$ cat config.mk
export PLATFORM = sky130hd
export DESIGN_NAME = bpa_word_scan
export DESIGN_NICKNAME = d
export VERILOG_FILES = /design/src/rtl/bpa_pkg.sv /design/src/rtl/bpa_word_scan.sv
export SDC_FILE = /design/constraint.sdc
export NUM_CORES = 1
export LEC_CHECK = 0
export BUFFER_PORTS_ARGS = -buffer_cell sky130_fd_sc_hd__buf_4
export CORE_ASPECT_RATIO = 1.4
export CORE_MARGIN = 3
export CORE_UTILIZATION = 35
export DETAILED_ROUTE_END_ITERATION = 12
export GPL_ROUTABILITY_DRIVEN = 0
export MAX_ROUTING_LAYER = met4
export SLEW_MARGIN = 20
export SYNTH_ARGS = -nofsm -noshare
export SYNTH_HDL_FRONTEND = slang
export SYNTH_SLANG_ARGS = --single-unit
$ cat constraint.sdc
create_clock -name vclk -period 2.83
set_input_delay 0.1415 -clock vclk [all_inputs]
set_output_delay 0.1415 -clock vclk [all_outputs]
set_load 0.05 [all_outputs]
$ cat src/rtl/bpa_pkg.sv
// Shared types and constants of the bitmap page allocator.
`timescale 1ns / 1ps
`default_nettype none
package bpa_pkg;

  // Pool geometry
  localparam int MAX_PAGES  = 8192;
  localparam int PAGE_SHIFT = 12;
  localparam int WORD_BITS  = 32;
  localparam int WORD_CNT   = MAX_PAGES / WORD_BITS;
  localparam int WORD_AW    = $clog2(WORD_CNT);
  localparam int BIT_AW     = $clog2(WORD_BITS);
  localparam int PIDX_W     = WORD_AW + BIT_AW;
  localparam int CNT_W      = PIDX_W + 1;
  localparam int ADDR_W     = 32;

  // Commands carried in in_tuser
  localparam logic [1:0] CMD_INIT  = 2'd0;
  localparam logic [1:0] CMD_ALLOC = 2'd1;
  localparam logic [1:0] CMD_FREE  = 2'd2;

  // Result status carried in out_tuser
  localparam logic [1:0] STAT_DONE    = 2'd0;
  localparam logic [1:0] STAT_NOMEM   = 2'd1;
  localparam logic [1:0] STAT_IGNORED = 2'd2;

  // Configuration register indexes
  localparam logic CFG_MEM_BYTES = 1'b0;
  localparam logic CFG_RESERVED  = 1'b1;

  // Sequencer states
  typedef enum logic [2:0] {
    S_IDLE,
    S_INIT,
    S_ALLOC,
    S_FREE,
    S_DONE
  } state_t;

  // First-free search result of one bitmap word
  typedef struct packed {
    logic              found;
    logic [BIT_AW-1:0] bit_idx;
  } scan_res_t;

endpackage
`default_nettype wire

$ cat src/rtl/bpa_word_scan.sv
// Shared word unit: page range mask and lowest free page of one bitmap word.
`timescale 1ns / 1ps
`default_nettype none
module bpa_word_scan
  import bpa_pkg::*;
(
  input  wire logic [WORD_BITS-1:0] word_data,
  input  wire logic [WORD_AW-1:0]   word_idx,
  input  wire logic [CNT_W-1:0]     lo,
  input  wire logic [CNT_W-1:0]     hi,
  output logic      [WORD_BITS-1:0] range_mask,
  output scan_res_t                 res
);

  logic [WORD_BITS-1:0] cand;

  // Mark pages with lo <= page < hi
  always_comb begin
    logic [CNT_W-1:0] page;
    for (int j = 0; j < WORD_BITS; j++) begin
      page          = {1'b0, word_idx, BIT_AW'(j)};
      range_mask[j] = (page >= lo) && (page < hi);
    end
  end

  assign cand = ~word_data & range_mask;

  // Pick the lowest free page in range
  always_comb begin
    res.found   = |cand;
    res.bit_idx = '0;
    for (int j = WORD_BITS - 1; j >= 0; j--) begin
      if (cand[j]) begin
        res.bit_idx = BIT_AW'(j);
      end
    end
  end

endmodule
`default_nettype wire

# Yosys cells after proc, flatten, opt, wreduce, memory -nomap -nowiden

Index checks and enable logic that the tools add are counted.
Widths: inputs -> output; s select.

$add $sub $neg: 0
Multipliers: 0
Divide/modulo/power cells: 0
Order comparisons: 64
Eq/ne operators: 0
Shift-type cells: 0
Multiplexer cells: 32
Bitwise logic cells: 2
Reductions and logical operators: 33

Operators by type and width:

| cell              | count |
|---|---|
| $ge 13x14->1      | 32 |
| $lt 13x14->1      | 32 |
| $mux 5            | 32 |
| $and 32x32->32    | 1 |
| $logic_and 1x1->1 | 32 |
| $not 32->32       | 1 |
| $reduce_or 32->1  | 1 |

Register bits after elaboration: 0
Bits in latches: 0
Memory bits (writable): 0
Memory bits (read-only): 0
Word-level logic and storage cells: 131
Memories kept: 0

# Depth between registers and ports, before layout

Gate-level depths: netlist (run 1).

Depth in word-level cells: 35
Gate-level depth with buffers: 13

# Worst setup path after synthesis (run 1)

No wires, ideal clock.

Path type: input port to output port
Start point: input hi[11]
End point: output res[2] (netlist name)
Arrival: 3.837 ns
Path slack: -1.148 ns
Cell stages on the path: 10
Buffers on the path: 0
Path through: inv_1 ha_1 a211oi_2 nor2_1 o31a_2 o31a_2 nor3_1 a22oi_1 nor2b_1 a31oi_1

RTL lines:

| element     | line                | text |
|---|---|---|
| from (decl) | bpa_word_scan.sv:10 | `input wire logic [CNT_W-1:0] hi,` |
| to (decl)   | bpa_word_scan.sv:12 | `output scan_res_t res` |

==> results.md, run 1 <==
* Status: finished, violations left
* Violations in the final reports: negative setup slack
* DR iter-0 viols at 319
* CP Max Fanout at 3
* Number of port buffers at 106
* First-pass GRT wire length at 19.40 mm
* DRC at 0
* DR pass1 iterations at 5
* GR Overflow Total at 0
* Via count at 4150
* Worst Setup End Kind: primary output
* Slowest stage delay, CP at 0.26 ns
* Vias in the first global route at 4125
* Die W at 73.78 microns
* Layout Utilization at 85.28%
* Power, Total at 1.429 mW
* Placeable Area at 0.006028 sq mm
* CP Buf/Inv Count at 7
* Synth area leader: ha_1
* GRT Util Overall at 33.47%
* Register area at 0 sq um
* Worst hold-check path type: in -> out
* Commonest non-fill, non-tap cells in the layout: buf_4 (235), nor2_1 (32), inv_1 (31)
* DRT Wirelength at 13.67 mm
* Row Count at 33
* YS warnings at 0
* Min Hold Slack at 0.7192 ns
* Critical path start-end classification: in -> out
* Min Tclk post-route at 3.189 ns
* Initial Util at 37.34%
* Max Fclk at 0.3136 GHz
* Vias per inst at 6.157
* Critical Path Most Common Cell: buf_4
* DP Cell Count at 651
* Synth cell types at 62
* CP max-delay cell: o311ai_4
* Fin crit share at 112.7%
* Final Cell Area at 0.005141 sq mm
* CP Data Required Time at 2.69 ns
* Seq cells at 0
* Detailed Place HPWL at 9.471 mm
* Final net count at 692
* Synth top area share at 10.01%
* DRT antenna net count at 0
* Critical-path cell list: buf_4, inv_1, ha_4, a21oi_4, o21a_1, buf_4, buf_4, o221a_2, o211ai_1, buf_4, o21ai_0, a21boi_0, buf_4, o311ai_4, a31oi_4, o221a_1, buf_6
* Io pins at 106
* Total Neg Setup Slack at -1.224 ns
* Placed inst area at 0.004187 sq mm
* Synthesized net count at 444
* Power Density at 278.0 mW/mm^2
* Worst setup SP type: primary input
* Number of hold buffers added after cts at 0
* Non-filler cells, final at 674
* Routed len/inst at 20.28 microns
* Initial antenna violation count at 0
* Post-Syn Area at 0.002251 sq mm
* Leak at 2.366 nW
* Slew margin rel. at 64.92%
* Pre-CTS WS at -0.6759 ns
* CP arrival at 3.05 ns
* Ant. Diodes at 0
* Max-cap violations at 0
* Share of layout cells above drive strength 1 at 63.25%
* Pins Over Slew Limit at 0
* Worst-Margin Slew at 0.5208 ns
* VDD IR max at 0.0001634 V
* Ranking of synthesized cells by area: ha_1 (10%), inv_1 (6.2%), nor2_1 (6.2%), a21oi_1 (6.0%), o21ai_0 (4.7%)
* Clkbuf count at 0
* Die height at 100.9 microns
* Die area at 0.007443 sq mm
* Final Setup Violations at 6
* Mean Syn Cell Area at 6.287 sq um
* Largest net degree at the start of global routing at 14
* CP top delay family: compound AO/OA/AOI/OAI gates
* Syn Inst Count at 358
* Commonest non-fill, non-tap cell in the layout: buf_4
* Setup WS post-layout at -0.3590 ns
* Share of the yosys chip area belonging to registers at 0%
* FILL cells at 335
* Area Overhead vs Synth at 128.4%
* Final hold violation count at 0
* RSZ-0062 raised after global routing: true
==> cells in the mapped netlist, types with 4 or more instances <==
cell type / n
nor4_1: 5
buf_2: 6
a21boi_0: 5
clkbuf_1: 6
or3_1: 7
nand2b_1: 5
o211ai_1: 5
o221ai_1: 8
nor2b_1: 9
ha_1: 18
and2_1: 10
nand2_1: 27
nand3_1: 8
nand4_1: 5
o221a_2: 4
o22ai_1: 4
a31oi_1: 10
a21oi_1: 27
nor3_1: 19
or2_2: 5
inv_1: 37
o21a_1: 4
nor2_1: 37
o21ai_0: 21
==> power by group <==
part           switching, mW  internal (mW)
Combinational          0.800          0.630
Clock                      0              0
Sequential                 0              0
==> path summary, 6_finish.rpt <==
check	start	end	depth (start not counted)
worst max-delay path	hi[7]	res[0]	17
worst min-delay path	word_data[0]	res[0]	3
==> cell families (layout without fill, tap and decap cells) <==
family          after synthesis  count (layout)  share of synthesized area (%)
compound gates              129             129                          40.97
simple gates                162             162                          40.52
fa+ha+maj                    18              18                          10.01
buf+inv                      49             295                          8.505
==> timing repair <==
action,in CTS,in global routing
gates resized for setup,95,48
pin swaps,40,28
buffers inserted,13,10
gates cloned,0,0
setup endpoints to repair,6,6
==> routing by layer <==
layer	vias to the layer above	global-route usage, %	share of wire [%]	wire length (microns)
li1	1861	-	-	-
met1	1903	33.73	33	4463
met2	278	64.00	53	7306
met3	108	2.295	6.5	885
met4	0	14.09	7.4	1010
met5	-	-	0	0
==> area by class of cell <==
cell class | count | area (sq um) | share of cell area [%]
inverters | 37 | 145.1 | 2.823
multi-input cells | 309 | 2878 | 55.97
well taps | 70 | 87.58 | 1.704
repair buffers | 258 | 2031 | 39.50
No activity file was read; power rests on OpenSTA's default activity.
==> run 2: changes to the inputs <==
ABC_AREA = 1   (was default)
==> results.md, run 2 <==
* Synthesized net count at 517 (+16%)
* Synth area leader: nand2_1
* VDD IR max at 0.0002965 V (+82%)
* DP Cell Count at 727 (+12%)
* Detailed Place HPWL at 8.041 mm (-15%)
* CP max-delay cell: ha_1
* DRT antenna net count at 0 (unchanged)
* Clkbuf count at 0 (unchanged)
* Mean Syn Cell Area at 4.947 sq um (-21%)
* Share of the yosys chip area belonging to registers at 0% (unchanged)
* Initial Util at 36.36% (-0.98 points)
* Io pins at 106 (unchanged)
* Ranking of synthesized cells by area: nand2_1 (24%), inv_1 (15%), nor2_1 (11%), ha_1 (11%), a21oi_1 (5.6%)
* Die height at 98.35 microns (-2.5%)
* Via count at 3681 (-11%)
* Number of hold buffers added after cts at 0 (unchanged)
* RSZ-0062 raised after global routing: true
* Synth top area share at 23.94% (+14 points)
* Die area at 0.007077 sq mm (-4.9%)
* Largest net degree at the start of global routing at 9 (-5)
* Pins Over Slew Limit at 0 (unchanged)
* Share of layout cells above drive strength 1 at 55.62% (-7.6 points)
* Min Tclk post-route at 3.300 ns (+0.1113 ns)
* Initial antenna violation count at 0 (unchanged)
* Worst hold-check path type: in -> out
* Power Density at 269.5 mW/mm^2 (-3.1%)
* Worst Setup End Kind: primary output
* YS warnings at 0 (unchanged)
* FILL cells at 430 (+28%)
* Status: finished, violations left
* Final hold violation count at 0 (unchanged)
* Min Hold Slack at 0.6845 ns (-0.03477 ns)
* Setup WS post-layout at -0.4703 ns (-0.1113 ns)
* Power, Total at 1.285 mW (-10%)
* Seq cells at 0 (unchanged)
* DRC at 0 (unchanged)
* GRT Util Overall at 26.92% (-6.6 points)
* Commonest non-fill, non-tap cells in the layout: buf_4 (224), nand2_1 (117), inv_1 (75)
* Commonest non-fill, non-tap cell in the layout: buf_4
* CP Data Required Time at 2.69 ns (about the same)
* Leak at 2.681 nW (+13%)
* Vias in the first global route at 3537 (-14%)
* Critical Path Most Common Cell: nand2_1
* Post-Syn Area at 0.002132 sq mm (-5.3%)
* Vias per inst at 4.934 (-20%)
* CP top delay family: simple AND/OR/NAND/NOR gates
* Post-synth top cells: nand2_1 (136), inv_1 (83), nor2_1 (63)
* Non-filler cells, final at 746 (+11%)
* Ant. Diodes at 0 (unchanged)
* Max Fclk at 0.3030 GHz (-3.4%)
* Max-cap violations at 0 (unchanged)
* First-pass GRT wire length at 15.26 mm (-21%)
* Critical path start-end classification: in -> out
* Fin crit share at 116.6% (+3.9 points)
* Syn Inst Count at 431 (+20%)
* Slowest stage delay, CP at 0.35 ns (+0.09 ns)
* Final Setup Violations at 6 (unchanged)
* Routed len/inst at 13.37 microns (-34%)
* Slew margin rel. at 63.68% (-1.2 points)
* Row Count at 33 (unchanged)
* Worst setup SP type: primary input
* CP Max Fanout at 5 (+2)
* Synth cell types at 41 (-34%)
* DR iter-0 viols at 150 (-53%)
* Area Overhead vs Synth at 123.7%
* CP arrival at 3.16 ns (+0.11 ns)
* Worst-Margin Slew at 0.5310 ns (+0.01029 ns)
* DRT Wirelength at 9.977 mm (-27%)
* Layout Utilization at 81.35% (-3.9 points)
* DR pass1 iterations at 5 (unchanged)
* Register area at 0 sq um (unchanged)
* Number of port buffers at 106 (unchanged)
* Die W at 71.96 microns (-2.5%)
* GR Overflow Total at 0 (unchanged)
* Violations in the final reports: negative setup slack
* Placeable Area at 0.005863 sq mm (-2.7%)
* Most frequent cell after synthesis: nand2_1
* Final net count at 764 (+10%)
* CP Buf/Inv Count at 4 (-3)
==> run 2: changes by cell type after synthesis, moves of 6 or more <==
cell / previous run / this run
and2_1: 10 / 2
nor2_1: 37 / 63
nor2b_1: 9 / 0
o21ai_0: 21 / 10
inv_1: 37 / 83
inv_2: 0 / 11
or3_1: 7 / 0
nand2_1: 27 / 136
nor3_1: 19 / 10
clkbuf_1: 6 / 0
buf_2: 6 / 0
o221ai_1: 8 / 0
nand2_2: 0 / 6
==> run 2: per-layer routing <==
layer,GRT usage (%),part of all wire (%)
met5,-,0
met2,52.90,56
met1,27.94,35
met4,7.236,3.6
met3,1.442,5.3
==> run 2: cell type report <==
class                           instances  area, sq um  area share [%]
Tap cell                               70        87.58           1.836
Timing Repair Buffer                  245         1942           40.71
Multi-Input combinational cell        334         2349           49.24
Inverter                               97        391.6           8.211
==> run 2: what timing repair did <==
item                       in CTS  in global routing
setup endpoints to repair       6                  6
pin swaps                      26                 27
gates resized for setup        44                 47
buffers inserted               13                  8
==> run 2: worst paths after layout <==
path,endpoint,cells after the start,startpoint
setup / recovery,res[0],39,word_idx[0]
hold / removal,res[0],4,word_data[0]
==> run 2: cell families after synthesis <==
| logic type | Yosys count | synth area share [%] |
|---|---|---|
| and+or+nand+nor | 245 | 50.00 |
| buffers and inverters | 97 | 17.31 |
| AOI/OAI and AO/OA | 71 | 22.13 |
| adders and majority gates | 18 | 10.56 |
==> run 2: worst min-delay path, delay by kind of cell <==
family / cells / cell delay [ns]
compound gates: 1 / 0.11
simple gates: 1 / 0.05
buf+inv: 2 / 0.24
==> run 2: through the flow <==
step / setup slack [ns] / TNS, ns / instance area, sq um
after floorplan: -0.3660 / -1.017 / 2454
after global placement: -0.4912 / -1.761 / 4250
after detailed placement: -0.5032 / -1.806 / 4250
after CTS: -0.3819 / -1.261 / 4512
after global routing: -0.8101 / -2.640 / 4770
final: -0.4703 / -1.541 / 4770
==> run 2: power breakdown <==
group	switching (mW)	internal [mW]	total [mW]
Sequential	0	0	0
Combinational	0.728	0.558	1.29
Clock	0	0	0
Total	0.728	0.558	1.29
